`src/rcs_pkg.sv`:
```
`default_nettype none

package rcs_pkg;

  localparam int STORE_DEPTH = 16;
  localparam int MASK_W      = 16;
  localparam int IDX_W       = 4;
  localparam int AGE_W       = 64;
  localparam int GRP_W       = 3;
  localparam int STAT_W      = 2;

  localparam logic [MASK_W-1:0] DEPTH_MASK =
    (STORE_DEPTH >= MASK_W) ? {MASK_W{1'b1}} : MASK_W'((32'd1 << STORE_DEPTH) - 32'd1);

  localparam logic [GRP_W-1:0] GRP_EXP_HIT = 3'd0;
  localparam logic [GRP_W-1:0] GRP_EXP     = 3'd1;
  localparam logic [GRP_W-1:0] GRP_COLL    = 3'd2;
  localparam logic [GRP_W-1:0] GRP_HI_HIT  = 3'd3;
  localparam logic [GRP_W-1:0] GRP_HI      = 3'd4;
  localparam logic [GRP_W-1:0] GRP_LO_HIT  = 3'd5;
  localparam logic [GRP_W-1:0] GRP_LO      = 3'd6;

  localparam logic [STAT_W-1:0] STAT_SELECTED    = 2'd0;
  localparam logic [STAT_W-1:0] STAT_NONE_WAIT   = 2'd1;
  localparam logic [STAT_W-1:0] STAT_BAD_CLASS   = 2'd2;

endpackage

`default_nettype wire

```
`src/read_command_selector_unit.sv`:
```
`default_nettype none
// Read command selector.
// Input channel (in_valid / in_stall): one snapshot of the read command store
// per request: waiting, expired, page-hit, collision and class masks, the
// oldest-first age order, and the low-critical and hit-limit flags.
// Result channel (out_valid / out_stall): the chosen store index, its group and
// a status (selected, nothing waiting, invalid class on a waiting entry).
// Config channel (cfg_valid / cfg_ready): writes prefer_hit_over_high; always
// ready. The user must write it only while idle; the block does not enforce it.
// Two register stages (input register, result register); a request in the input
// register moves on when the result register is empty or its result is taken.
// Throughput: one request per cycle unless a result is stalled; the selection
// and oldest-first age-order scan are one combinational pass between stages.
// Reset (rst_n low, synchronous): both stages empty, register cleared to 0.
// While out_stall holds a pending result, the result register holds; the input
// register still takes one more request, then in_stall rises until the result
// is taken.
module read_command_selector_unit (
  input  wire logic                            clk,
  input  wire logic                            rst_n,
  input  wire logic                            in_valid,
  output logic                                 in_stall,
  input  wire logic [rcs_pkg::MASK_W-1:0]      in_waiting_mask,
  input  wire logic [rcs_pkg::MASK_W-1:0]      in_expired_mask,
  input  wire logic [rcs_pkg::MASK_W-1:0]      in_page_hit_mask,
  input  wire logic [rcs_pkg::MASK_W-1:0]      in_collision_mask,
  input  wire logic [rcs_pkg::MASK_W-1:0]      in_high_class_mask,
  input  wire logic [rcs_pkg::MASK_W-1:0]      in_low_class_mask,
  input  wire logic [rcs_pkg::AGE_W-1:0]       in_age_order,
  input  wire logic                            in_low_critical,
  input  wire logic                            in_hit_limit_reached,
  output logic                                 out_valid,
  input  wire logic                            out_stall,
  output logic [rcs_pkg::IDX_W-1:0]            out_chosen_index,
  output logic [rcs_pkg::GRP_W-1:0]            out_chosen_group,
  output logic [rcs_pkg::STAT_W-1:0]           out_status,
  input  wire logic                            cfg_valid,
  output logic                                 cfg_ready,
  input  wire logic                            cfg_prefer_hit_over_high
);

  logic                           prefer_r;
  logic                           s1_valid_r, s1_valid_nxt;
  logic [rcs_pkg::MASK_W-1:0]     s1_wait_r, s1_exp_r, s1_hit_r, s1_coll_r, s1_hi_r, s1_lo_r;
  logic [rcs_pkg::AGE_W-1:0]      s1_age_r;
  logic                           s1_crit_r, s1_limit_r;
  logic                           out_valid_r, out_valid_nxt;
  logic [rcs_pkg::IDX_W-1:0]      out_index_r;
  logic [rcs_pkg::GRP_W-1:0]      out_group_r;
  logic [rcs_pkg::STAT_W-1:0]     out_status_r;

  logic                           s1_adv;
  logic                           in_acc;

  logic [rcs_pkg::MASK_W-1:0]     wait_m, exp_m, hit_m, coll_m, hi_m, lo_m, eh_m;
  logic [rcs_pkg::MASK_W-1:0]     ord_set [4];
  logic [rcs_pkg::GRP_W-1:0]      ord_grp [4];
  logic [rcs_pkg::MASK_W-1:0]     sel_set;
  logic [rcs_pkg::GRP_W-1:0]      sel_grp;
  logic [rcs_pkg::STAT_W-1:0]     sel_status;
  logic                           cls_bad;

  logic [rcs_pkg::STORE_DEPTH-1:0] age_hv, age_first;
  logic [rcs_pkg::MASK_W-1:0]      low_first;
  logic [rcs_pkg::IDX_W-1:0]       age_idx, low_idx, pick_idx, sel_idx;

  assign cfg_ready = 1'b1;
  assign s1_adv    = !out_valid_r || !out_stall;
  assign in_stall  = s1_valid_r && !s1_adv;
  assign in_acc    = in_valid && !in_stall;

  assign out_valid        = out_valid_r;
  assign out_chosen_index = out_index_r;
  assign out_chosen_group = out_group_r;
  assign out_status       = out_status_r;

  always_ff @(posedge clk) begin
    if (!rst_n) begin
      prefer_r <= 1'b0;
    end else if (cfg_valid && cfg_ready) begin
      prefer_r <= cfg_prefer_hit_over_high;
    end
  end

  always_comb begin
    if (in_acc) begin
      s1_valid_nxt = 1'b1;
    end else if (s1_adv) begin
      s1_valid_nxt = 1'b0;
    end else begin
      s1_valid_nxt = s1_valid_r;
    end
    if (s1_adv) begin
      out_valid_nxt = s1_valid_r;
    end else begin
      out_valid_nxt = out_valid_r;
    end
  end

  always_ff @(posedge clk) begin
    if (!rst_n) begin
      s1_valid_r  <= 1'b0;
      out_valid_r <= 1'b0;
    end else begin
      s1_valid_r  <= s1_valid_nxt;
      out_valid_r <= out_valid_nxt;
    end
  end

  always_ff @(posedge clk) begin
    if (in_acc) begin
      s1_wait_r  <= in_waiting_mask;
      s1_exp_r   <= in_expired_mask;
      s1_hit_r   <= in_page_hit_mask;
      s1_coll_r  <= in_collision_mask;
      s1_hi_r    <= in_high_class_mask;
      s1_lo_r    <= in_low_class_mask;
      s1_age_r   <= in_age_order;
      s1_crit_r  <= in_low_critical;
      s1_limit_r <= in_hit_limit_reached;
    end
  end

  always_comb begin
    wait_m  = s1_wait_r & rcs_pkg::DEPTH_MASK;
    exp_m   = s1_exp_r & wait_m;
    hit_m   = s1_hit_r & wait_m;
    coll_m  = s1_coll_r & wait_m;
    hi_m    = s1_hi_r & wait_m;
    lo_m    = s1_lo_r & wait_m;
    eh_m    = s1_limit_r ? '0 : (exp_m & hit_m);
    cls_bad = |(~(hi_m ^ lo_m) & wait_m);

    case ({prefer_r, s1_crit_r})
      2'b00: begin
        ord_set[0] = hi_m & hit_m; ord_grp[0] = rcs_pkg::GRP_HI_HIT;
        ord_set[1] = hi_m;         ord_grp[1] = rcs_pkg::GRP_HI;
        ord_set[2] = lo_m & hit_m; ord_grp[2] = rcs_pkg::GRP_LO_HIT;
        ord_set[3] = lo_m;         ord_grp[3] = rcs_pkg::GRP_LO;
      end
      2'b01: begin
        ord_set[0] = lo_m & hit_m; ord_grp[0] = rcs_pkg::GRP_LO_HIT;
        ord_set[1] = lo_m;         ord_grp[1] = rcs_pkg::GRP_LO;
        ord_set[2] = hi_m & hit_m; ord_grp[2] = rcs_pkg::GRP_HI_HIT;
        ord_set[3] = hi_m;         ord_grp[3] = rcs_pkg::GRP_HI;
      end
      2'b10: begin
        ord_set[0] = hi_m & hit_m; ord_grp[0] = rcs_pkg::GRP_HI_HIT;
        ord_set[1] = lo_m & hit_m; ord_grp[1] = rcs_pkg::GRP_LO_HIT;
        ord_set[2] = hi_m;         ord_grp[2] = rcs_pkg::GRP_HI;
        ord_set[3] = lo_m;         ord_grp[3] = rcs_pkg::GRP_LO;
      end
      default: begin
        ord_set[0] = lo_m & hit_m; ord_grp[0] = rcs_pkg::GRP_LO_HIT;
        ord_set[1] = hi_m & hit_m; ord_grp[1] = rcs_pkg::GRP_HI_HIT;
        ord_set[2] = lo_m;         ord_grp[2] = rcs_pkg::GRP_LO;
        ord_set[3] = hi_m;         ord_grp[3] = rcs_pkg::GRP_HI;
      end
    endcase

    if (exp_m != '0) begin
      if (eh_m != '0) begin
        sel_set = eh_m;  sel_grp = rcs_pkg::GRP_EXP_HIT;
      end else begin
        sel_set = exp_m; sel_grp = rcs_pkg::GRP_EXP;
      end
    end else if (coll_m != '0) begin
      sel_set = coll_m; sel_grp = rcs_pkg::GRP_COLL;
    end else if (ord_set[0] != '0) begin
      sel_set = ord_set[0]; sel_grp = ord_grp[0];
    end else if (ord_set[1] != '0) begin
      sel_set = ord_set[1]; sel_grp = ord_grp[1];
    end else if (ord_set[2] != '0) begin
      sel_set = ord_set[2]; sel_grp = ord_grp[2];
    end else if (ord_set[3] != '0) begin
      sel_set = ord_set[3]; sel_grp = ord_grp[3];
    end else begin
      sel_set = '0; sel_grp = '0;
    end

    if (wait_m == '0) begin
      sel_status = rcs_pkg::STAT_NONE_WAIT;
    end else if (cls_bad) begin
      sel_status = rcs_pkg::STAT_BAD_CLASS;
    end else begin
      sel_status = rcs_pkg::STAT_SELECTED;
    end
  end

  always_comb begin
    for (int k = 0; k < rcs_pkg::STORE_DEPTH; k++) begin
      age_hv[k] = sel_set[s1_age_r[rcs_pkg::IDX_W*k +: rcs_pkg::IDX_W]];
    end
    age_first = age_hv & (~age_hv + rcs_pkg::STORE_DEPTH'(1));
    low_first = sel_set & (~sel_set + rcs_pkg::MASK_W'(1));
    age_idx = '0;
    for (int k = 0; k < rcs_pkg::STORE_DEPTH; k++) begin
      if (age_first[k]) begin
        age_idx = age_idx | s1_age_r[rcs_pkg::IDX_W*k +: rcs_pkg::IDX_W];
      end
    end
    low_idx = '0;
    for (int i = 0; i < rcs_pkg::MASK_W; i++) begin
      if (low_first[i]) begin
        low_idx = low_idx | rcs_pkg::IDX_W'(i);
      end
    end
    pick_idx = (age_hv != '0) ? age_idx : low_idx;
    sel_idx  = (sel_status == rcs_pkg::STAT_SELECTED) ? pick_idx : '0;
  end

  always_ff @(posedge clk) begin
    if (s1_adv && s1_valid_r) begin
      out_index_r  <= sel_idx;
      out_group_r  <= (sel_status == rcs_pkg::STAT_SELECTED) ? sel_grp : '0;
      out_status_r <= sel_status;
    end
  end

`ifndef SYNTHESIS
  a_err_zero: assert property (@(posedge clk) disable iff (!rst_n)
    out_valid_r && (out_status_r != rcs_pkg::STAT_SELECTED)
      |-> (out_index_r == '0) && (out_group_r == '0))
    else $error("error result carries nonzero index or group");

  a_grp_range: assert property (@(posedge clk) disable iff (!rst_n)
    out_valid_r && (out_status_r == rcs_pkg::STAT_SELECTED) |-> (out_group_r <= rcs_pkg::GRP_LO))
    else $error("selected result has group out of range");

  a_pick_member: assert property (@(posedge clk) disable iff (!rst_n)
    s1_valid_r && s1_adv && (sel_status == rcs_pkg::STAT_SELECTED) |-> sel_set[sel_idx])
    else $error("chosen index is not in the chosen set");

  a_hold_s1: assert property (@(posedge clk) disable iff (!rst_n)
    s1_valid_r && !s1_adv |=> s1_valid_r)
    else $error("held request dropped from input stage");

  a_move_out: assert property (@(posedge clk) disable iff (!rst_n)
    s1_valid_r && s1_adv |=> out_valid_r)
    else $error("advancing request did not reach result stage");
`endif

endmodule

`default_nettype wire

```
`config.mk`:
```
export PLATFORM = sky130hd
export DESIGN_NAME = read_command_selector_unit
export DESIGN_NICKNAME = d
export VERILOG_FILES = /design/src/rcs_pkg.sv /design/src/read_command_selector_unit.sv
export SDC_FILE = /design/constraint.sdc
export NUM_CORES = 1
export LEC_CHECK = 0
export ABC_CLOCK_PERIOD_IN_PS = 11700
export BUFFER_PORTS_ARGS = -buffer_cell sky130_fd_sc_hd__buf_2
export CAP_MARGIN = 20
export CORE_ASPECT_RATIO = 1.1
export CORE_MARGIN = 2
export CORE_UTILIZATION = 30
export DETAILED_ROUTE_END_ITERATION = 8
export PLACE_DENSITY = 0.57
export SLEW_MARGIN = 10
export SYNTH_ARGS = -nofsm -noshare
export SYNTH_HDL_FRONTEND = slang
export SYNTH_SLANG_ARGS = --single-unit
```
`constraint.sdc`:
```
create_clock -name clk -period 11.7 [get_ports clk]
set_input_delay 0.585 -clock clk [delete_from_list [all_inputs] [get_ports clk]]
set_output_delay 0.585 -clock clk [all_outputs]
set_load 0.05 [all_outputs]
```
==> out/results.ini <==
[timing]
final.min_clock_period_ns=6.069
finalMaxSlewViolations=0
fin_tns_setup_ns=0
finClkSkew_ns=0.03522
max_freq_ghz=0.1648
relSlewSlack=0.2964
setup_viol=0
tightestPinTransition_ns=1.049
final_hold_viol_count=0
grt_setup_unrepaired=false
period_share=0.5187

[setup_path]
crit_required_ns=11.93
path_cells=buf_4 -> mux2i_1 -> o32ai_1 -> nor4_1 -> nand4_1 -> o31ai_1 -> a31oi_1 -> nor2_1 -> buf_4 -> mux4_2 -> mux2_2 -> a21oi_2 -> and3_2 -> and3_4 -> nand3_2 -> o31ai_1 -> a31oi_1
cp.arrival_ns=6.30
critPathLaunchType=flop
r2r_cells=17
critPathMaxFanout=39
critPathBufInv=2
cp.depth=17
cpPeakStageDelay_ns=0.73
crit_path_top_delay_cell=a31oi_1
end_kind=flop
worstSetupPathType=flop to flop
critPathTopFamily=compound AO/OA/AOI/OAI gates

[clocking]
cts_root_buffer=clkbuf_16
cts-htree-levels=4
numClockSinks=174
postCtsHoldBufs=0
cts-buffers-inserted=17
post_cts_buffers=0
worstSkewPairLatency_ns=0.48
clock_path_buffers=2
cts_resized=0
path_clk_slew_ns=0.08
tritoncts=yes

[drt]
drt_first_pass_iters=8
vias=11920
wl_per_cell_um=25.38
drcViolationCount=0
routed_wl_um=51040
avgViaCountPerCell=5.928
drt_iter0_drc=1165
antenna_left=0

[finish]
syn_to_final_growth_pct=15.86
nNetsFinal=1606
finish.utilization=0.3504
drive_above_1_share=0.2150
diodes=0

[floorplan]
die_area_mm2=0.04306
initial_core_util=0.3024
row_count=78
die_x_um=198.0
design.core.area_mm2=0.04109
ios=180
fp.dieH_um=217.5

[power]
pwr-share-comb=0.218
p_sw_frac=0.3180
intPower_mw=1.187
p_sw_mw=0.5534
max-vdd-ir-drop_mv=0.1078
seqPwrFrac=0.454
clockPowerShare=0.329
finalPower_mw=1.740
p_leak_nw=5.086
power.density_mw_per_mm2=120.9

[yosys]
synth.top_cells.by_area=edfxtp_1 (41%), nand2_1 (4.5%), a21oi_1 (2.9%), mux2i_1 (2.7%), nor2_1 (2.6%)
synth-edff-count=171
syn_avg_cell_area_um2=9.551
yosys_most_used_dff=edfxtp_1
ys_ff_latch=174
yosysTopAreaCell=edfxtp_1
synth_seq_area_share=0.4181
synthArstFlopShare=0
yosysTopAreaCellShare=0.4133
syn_inst=1301
ys_warn_count=0
syn_nets=1469
synth_area_mm2=0.01243
yosysUniqueCellTypes=112

[grt]
grtUsageTotal=0.2370
overflow=0
antenna_found_initial=0
grt_first_pass_wirelength_um=74260
grt_max_degree=76
grt_pass1_vias=11620

[placed_design]
hpwl_um=39110
gp_congestion=1.028
port_buffers=178

[worst_hold_path]
whs_path_depth=1
min_path_type=input port to flop

[job]
maxCapViolCount=0

[status]
run_status=finished, final reports clean

-- cell usage after synthesis (all sizes together), types with 5 or more instances --
| cell | instances |
|---|---|
| edfxtp | 171 |
| nand2 | 151 |
| nor2 | 88 |
| a21oi | 73 |
| nand3 | 61 |
| o21ai | 54 |
| inv | 48 |
| nand2b | 47 |
| clkbuf | 45 |
| mux2i | 39 |
| buf | 38 |
| o22ai | 29 |
| nand4 | 27 |
| a22oi | 26 |
| nor3 | 25 |
| a31oi | 23 |
| nor2b | 21 |
| nor4 | 19 |
| o32ai | 19 |
| a211oi | 18 |
| and3 | 18 |
| xnor2 | 16 |
| and2 | 14 |
| o31ai | 14 |
| o211ai | 13 |
| mux2 | 11 |
| mux4 | 10 |
| nand3b | 10 |
| o2111ai | 10 |
| a2111oi | 9 |
| a32oi | 9 |
| o221ai | 9 |
| or2 | 9 |
| a221oi | 8 |
| nand4b | 7 |
| o21a | 7 |
| o311ai | 7 |
| nor3b | 6 |
| o22a | 6 |
| a311oi | 5 |
| a31o | 5 |
-- layout by cell type (no fill, tap or decap), types with 26 or more instances in the layout --
| cell type | instances |
|---|---|
| buf_2 | 178 |
| edfxtp_1 | 171 |
| nand2_1 | 150 |
| nor2_1 | 86 |
| a21oi_1 | 72 |
| nand3_1 | 59 |
| inv_1 | 47 |
| nand2b_1 | 46 |
| o21ai_0 | 46 |
| mux2i_1 | 34 |
| o22ai_1 | 28 |
| nand4_1 | 26 |
| a22oi_1 | 26 |
-- state kept, by name, summed over array words and instances (netlist names) --
| signal | count |
|---|---|
| s1_coll_r | 16 |
| s1_hit_r | 16 |
| out_status | 2 |
| s1_limit_r | 1 |
| s1_lo_r | 16 |
| out_chosen_group | 3 |
| s1_hi_r | 16 |
| s1_age_r | 64 |
| out_chosen_index | 4 |
| prefer_r | 1 |
| s1_crit_r | 1 |
| out_valid | 1 |
| s1_exp_r | 16 |
| s1_wait_r | 16 |
| s1_valid_r | 1 |
-- path summary, 6_finish.rpt --
path / start / to / slack, ns
max: s1_crit_r$_DFFE_PP_ / out_chosen_index[0]$_SDFFCE_PP0P_ / 5.63
min: in_age_order[31] / s1_age_r[31]$_DFFE_PP_ / 0.27
max reg2reg: s1_crit_r$_DFFE_PP_ / out_chosen_index[0]$_SDFFCE_PP0P_ / 5.63
min reg2reg: s1_valid_r$_SDFFE_PN0P_ / out_valid$_SDFFE_PN0N_ / 0.50
-- worst reg2reg max path, stage by stage (launching register included) --
cell      delay [ns]
edfxtp_1        0.32
buf_4           0.54
mux2i_1         0.27
o32ai_1         0.72
nor4_1          0.11
nand4_1         0.54
o31ai_1         0.20
a31oi_1         0.73
nor2_1          0.23
buf_4           0.28
mux4_2          0.52
mux2_2          0.30
a21oi_2         0.19
and3_2          0.26
and3_4          0.24
nand3_2         0.09
o31ai_1         0.25
a31oi_1         0.06
-- per-layer routing --
metal	track usage	part of all wire
met1	0.2734	0.38
met2	0.4076	0.49
met3	0.04717	0.075
met4	0.1378	0.061
met5	0	0
-- final cells by class --
class	instances	area [µm²]
inverter	48	180.2
multi-input combinational	996	6670
clock inverter	14	157.7
fill	4247	26690
clock buffer	18	429.2
tap	560	700.7
sequential	174	5195
timing repair buffer	201	1064
-- logic make-up after synthesis --
family,count (synthesis),synth area share
and+or+nand+nor,524,0.2252
AOI/OAI and AO/OA,395,0.2348
DFF,174,0.4181
buffers and inverters,131,0.04692
muxes,60,0.06344
xor gates and xnor gates,16,0.01128
other,1,0.0003018
-- through the flow --
stage	std cells	area (µm²)	hold slack [ns]	worst slack, ns
after floorplan	1301	12430	0.4657	2.899
after global placement	1979	13810	0.4783	5.704
after detailed placement	1979	13810	0.5048	5.747
after CTS	2011	14400	0.2268	5.722
after global routing	2011	14400	0.2508	5.401
final	2011	14400	0.2710	5.631
-- power by group through the flow --
stage / Clock (mW) / Combinational [mW] / Sequential (mW)
after floorplan: 0 / 0.260 / 0.772
after global placement: 0 / 0.372 / 0.802
after detailed placement: 0 / 0.371 / 0.801
after CTS: 0.598 / 0.373 / 0.788
after global routing: 0.614 / 0.407 / 0.794
final: 0.572 / 0.379 / 0.790
(Power assumes the default switching activity.)
